<file path="src/design/qte_pkg.sv">
// shared constants and the arctangent table for the quaternion to euler core
`default_nettype none
package qte_pkg;

   localparam int CORDIC_STEPS_DEF = 16;
   localparam int FRAC_BITS_DEF    = 14;
   localparam int TAB_LEN          = 24;
   localparam int ANG_W            = 28;
   localparam int PROD_FRAC        = 28;
   localparam int ANG_SHIFT        = 11;
   localparam int MAX_ANG_OUT      = 25736;
   localparam int MAX_PITCH_OUT    = 12868;
   localparam logic signed [ANG_W-1:0] HALF_PI_ANG = 28'sd26353589;

   // atan(2^-i) in radians * 2^24
   function automatic logic signed [ANG_W-1:0] atan_tab(input int idx);
      logic signed [ANG_W-1:0] v;
      unique case (idx)
         0:  v = 28'sd13176795;
         1:  v = 28'sd7778716;
         2:  v = 28'sd4110060;
         3:  v = 28'sd2086331;
         4:  v = 28'sd1047214;
         5:  v = 28'sd524117;
         6:  v = 28'sd262123;
         7:  v = 28'sd131069;
         8:  v = 28'sd65536;
         9:  v = 28'sd32768;
         10: v = 28'sd16384;
         11: v = 28'sd8192;
         12: v = 28'sd4096;
         13: v = 28'sd2048;
         14: v = 28'sd1024;
         15: v = 28'sd512;
         16: v = 28'sd256;
         17: v = 28'sd128;
         18: v = 28'sd64;
         19: v = 28'sd32;
         20: v = 28'sd16;
         21: v = 28'sd8;
         22: v = 28'sd4;
         23: v = 28'sd2;
         default: v = '0;
      endcase
      return v;
   endfunction

endpackage
`default_nettype wire

</file>
<file path="src/design/qte_cordic.sv">
// pipelined vectoring cordic atan2 with rounding and saturation of the angle
`default_nettype none
module qte_cordic import qte_pkg::*; #(
   parameter int STEPS = CORDIC_STEPS_DEF,
   parameter int IN_W  = FRAC_BITS_DEF + 7,
   parameter int LIM   = MAX_ANG_OUT,
   parameter int OUT_W = 16
) (
   input  wire logic                    clock,
   input  wire logic                    en,
   input  wire logic signed [IN_W-1:0]  in_y,
   input  wire logic signed [IN_W-1:0]  in_x,
   output logic signed [OUT_W-1:0]      ang
);

   localparam int CW = IN_W + 3;

   logic signed [CW-1:0]    x_ff [0:STEPS];
   logic signed [CW-1:0]    y_ff [0:STEPS];
   logic signed [ANG_W-1:0] z_ff [0:STEPS];
   logic                    zero_ff [0:STEPS];
   logic signed [OUT_W-1:0] ang_ff;

   logic signed [CW-1:0]    x0_in, y0_in, xe, ye;
   logic signed [ANG_W-1:0] z0_in;

   // turn left half plane vectors into the right half plane
   always_comb begin
      xe = CW'(in_x);
      ye = CW'(in_y);
      x0_in = xe;
      y0_in = ye;
      z0_in = '0;
      if (xe < 0) begin
         if (ye >= 0) begin
            x0_in = ye;
            y0_in = -xe;
            z0_in = HALF_PI_ANG;
         end else begin
            x0_in = -ye;
            y0_in = xe;
            z0_in = -HALF_PI_ANG;
         end
      end
   end

   always_ff @(posedge clock) begin
      if (en) begin
         x_ff[0]    <= x0_in;
         y_ff[0]    <= y0_in;
         z_ff[0]    <= z0_in;
         zero_ff[0] <= (in_x == '0) && (in_y == '0);
      end
   end

   for (genvar i = 0; i < STEPS; i++) begin : g_step
      logic signed [CW-1:0]    x_in, y_in;
      logic signed [ANG_W-1:0] z_in;
      always_comb begin
         if (y_ff[i] >= 0) begin
            x_in = x_ff[i] + (y_ff[i] >>> i);
            y_in = y_ff[i] - (x_ff[i] >>> i);
            z_in = z_ff[i] + atan_tab(i);
         end else begin
            x_in = x_ff[i] - (y_ff[i] >>> i);
            y_in = y_ff[i] + (x_ff[i] >>> i);
            z_in = z_ff[i] - atan_tab(i);
         end
      end
      always_ff @(posedge clock) begin
         if (en) begin
            x_ff[i+1]    <= x_in;
            y_ff[i+1]    <= y_in;
            z_ff[i+1]    <= z_in;
            zero_ff[i+1] <= zero_ff[i];
         end
      end
   end

   logic signed [ANG_W-1:0] r;
   logic signed [OUT_W-1:0] ang_in;
   localparam logic signed [ANG_W-1:0] LIM_V = ANG_W'(LIM);
   localparam logic signed [ANG_W-1:0] HALF_LSB = ANG_W'(1 << (ANG_SHIFT - 1));

   always_comb begin
      r = (z_ff[STEPS] + HALF_LSB) >>> ANG_SHIFT;
      if (zero_ff[STEPS])   ang_in = '0;
      else if (r > LIM_V)   ang_in = OUT_W'(LIM_V);
      else if (r < -LIM_V)  ang_in = OUT_W'(-LIM_V);
      else                  ang_in = OUT_W'(r);
   end

   always_ff @(posedge clock) begin
      if (en) begin
         ang_ff <= ang_in;
      end
   end

   assign ang = ang_ff;

endmodule
`default_nettype wire

</file>
<file path="config.mk">
export PLATFORM = sky130hd
export DESIGN_NAME = qte_cordic
export DESIGN_NICKNAME = d
export VERILOG_FILES = /design/src/design/qte_pkg.sv /design/src/design/qte_cordic.sv
export SDC_FILE = /design/constraint.sdc
export NUM_CORES = 2
export LEC_CHECK = 0
export BUFFER_PORTS_ARGS = -buffer_cell sky130_fd_sc_hd__buf_2
export CAP_MARGIN = 40
export CORE_UTILIZATION = 40
export DETAILED_ROUTE_END_ITERATION = 8
export SLEW_MARGIN = 15
export SYNTH_ARGS = -nofsm -noshare
export SYNTH_HDL_FRONTEND = slang
export SYNTH_SLANG_ARGS = --single-unit
</file>
<file path="constraint.sdc">
create_clock -name clock -period 7.25 [get_ports clock]
set_clock_uncertainty 0.05 [all_clocks]
set_input_delay 0.3625 -clock clock [delete_from_list [all_inputs] [get_ports clock]]
set_output_delay 0.3625 -clock clock [all_outputs]
set_load 0.005 [all_outputs]
</file>
==> impl_results.md <==
- Status: finished, final reports clean
- Reg clk slew, reported paths: 0.06 ns
- Yosys warns: 0
- Total congestion overflow: 0
- Multiplexer share of the synthesized area: 0.597%
- Final wirelength: 216 mm
- Final Net Count: 10104
- Main combinational cell family by area after synthesis: compound AO/OA/AOI/OAI gates
- Share of flip-flops with an asynchronous set or reset: 0%
- H-Tree Depth: 4
- DP HPWL: 169 mm
- Syn Area/Cell: 9.76 um^2
- Largest net degree at the start of global routing: 185
- Adder-Cell Fraction of Synth Area: 13.8%
- Layout cells sized above 1: 4.45%
- Sequential area share after synthesis: 38.0%
- Routed via count: 66626
- Worst-Skew Late Latency: 0.78 ns
- Pre-antenna DRT Iters: 5
- Dpl cell area: 91300 um^2
- Worst Hold Class: input port to flop
- Die height: 470 um
- Setup bufs post-CTS: 0
- Starting density of the core: 40.3%
- FMAX: 0.219 GHz
- Most frequent cell after synthesis: edfxtp_1
- Die X: 470 um
- Cell accounting for the most synthesized area: edfxtp_1
- Worst setup path class: flop to flop
- Relative slew slack: 25.3%
- Mapped Area: 87600 um^2
- CTS Sinks: 1108
- CORE AREA: 217000 um^2
- Fin cells: 12082
- CTS tree: done
- Routed length per instance: 17.9 um
- Tmin final: 4.57 ns
- Overall routing resource usage: 19.1%
- Max-Cap Viols: 0
- Simple-gate portion of the synthesized area: 13.4%
- Predominant post-synthesis flop cell: edfxtp_1
- RSZ-0062 raised after global routing: no
- Layout area overhead: 9.73%
- Worst setup margin: 2.68 ns
- Hold Violations, Final: 0
- # fillers: 20716
- Placed cell count: 11784
- CTS Buffer Depth: 3
- Compound-Gate Fraction of Synth Area: 18.2%
- Root Driver: clkbuf_16
- Worst slack, placed: 2.70 ns
- DRC viols: 0
- Post-synth EDFFs: 1108
- Global-route wire length before repair: 346 mm
- Vias in the first global route: 65665
- Vias per cell: 5.51
- Setup TNS: 0 ns
- XOR/XNOR Fraction of Synth Area: 13.1%
- Critical path capture point type: flop
- Top cell type's share of synthesized area: 38.0%
- Synth cell count leaders: edfxtp_1, ha_1, xnor2_1
- GPL Wtd Cong: 0.905
- Worst-Margin Slew: 1.12 ns
- Antenna violations before repair: 3
- Data arrival, critical path: 5.03 ns
- Post-cts sizing count: 0
- Remaining antenna violation count after routing: 0
- TritonCTS buffer count: 134
- Die ar.: 221000 um^2
- Slew Viols, Final: 0
- DRT iter0 DRCs: 4104
- Post-Syn Instances: 8981
- I/O pin cnt: 60
- Top cells by area, synth: edfxtp_1, ha_1, xnor2_1
- Final period util: 63.1%
- Post-route cell area: 96200 um^2
- Crit path max fanout: 5
- CP Data Required Time: 7.71 ns
- Yosys cell types: 109
- FP Rows: 171
- Yosys reg bits: 1108
- Final setup violation count: 0
- Buffers added on ports: 59
- Crit path launch type: flop
-- kinds of logic after synthesis --
| group | after synthesis |
|---|---|
| AOI/OAI and AO/OA | 2474 |
| xor gates and xnor gates | 1314 |
| adders and majority gates | 948 |
| buffers and inverters | 658 |
| DFF | 1108 |
| muxes | 52 |
| other | 1 |
| and+or+nand+nor | 2426 |
-- worst paths after layout --
check,start,end,slack [ns],cells after the start
worst min-delay path,en,x_ff[0][0],0.07,1
worst max register to register,y_ff[0][154],x_ff[0][190],2.68,15
worst max-delay path,y_ff[0][154],x_ff[0][190],2.68,15
worst min register to register,zero_ff[0][4],zero_ff[0][5],0.35,0
-- registers in the layout, indices dropped and copies added (netlist names) --
signal,count
z_ff,369
y_ff,361
ang,16
zero_ff,17
x_ff,345
-- worst max-delay path, stage by stage, from the launching register on --
cell and delay, ns:
edfxtp_1 0.49, or4_1 0.60, nor4_1 0.36, nand2b_1 0.15
or3_1 0.42, nand2_1 0.10, xnor2_1 0.14, ha_1 0.31
a21o_1 0.17, a21oi_1 0.19, o21ai_0 0.14, a2111oi_0 0.42
nor2_1 0.17, a211o_1 0.28, a21oi_1 0.20, xnor2_1 0.09
-- placed cells by master, fill, tap and decap left out, types with 165 or more instances in the layout --
cell type  instances
a21o_1           262
a21oi_1          777
edfxtp_1        1108
ha_1             906
inv_1            421
nand2_1          531
nand3_1          165
nor2_1           749
nor3_1           206
o21ai_0          481
xnor2_1          862
xor2_1           452
-- metrics by stage --
stage | hold slack [ns] | util [%]
global route | 0.0936 | 44.2
global placement | 0.352 | 42.0
floorplan | 0.350 | -
finish | 0.0672 | 44.2
CTS | 0.0591 | 44.2
detailed placement | 0.355 | 42.0
-- metal layers --
metal / vias up / track usage (%) / part of all wire (%)
met2: 1233 / 35.1 / 50
met4: 0 / 6.14 / 2.9
met5: - / 0 / 0
li1: 33374 / - / -
met1: 31671 / 23.1 / 43
met3: 348 / 2.14 / 3.3
-- what timing repair did --
item                                   CTS  global route
hold buffers                            52             0
setup endpoints to repair                0             0
endpoints found under the hold margin   41             0
-- final cells by class --
class	count	area, um^2	share of cell area (%)
Timing Repair Buffer	154	1240	1.29
Sequential cell	1108	33300	34.6
Multi-Input combinational cell	7295	52200	54.2
Antenna cell	1	2.50	0.00260
Inverter	426	1600	1.66
Tap cell	2854	3570	3.71
Clock buffer	168	3570	3.71
Clock inverter	76	751	0.781
Power is not shown: default switching activity piles up to over one toggle a cycle in this logic, so the estimate is an artifact.
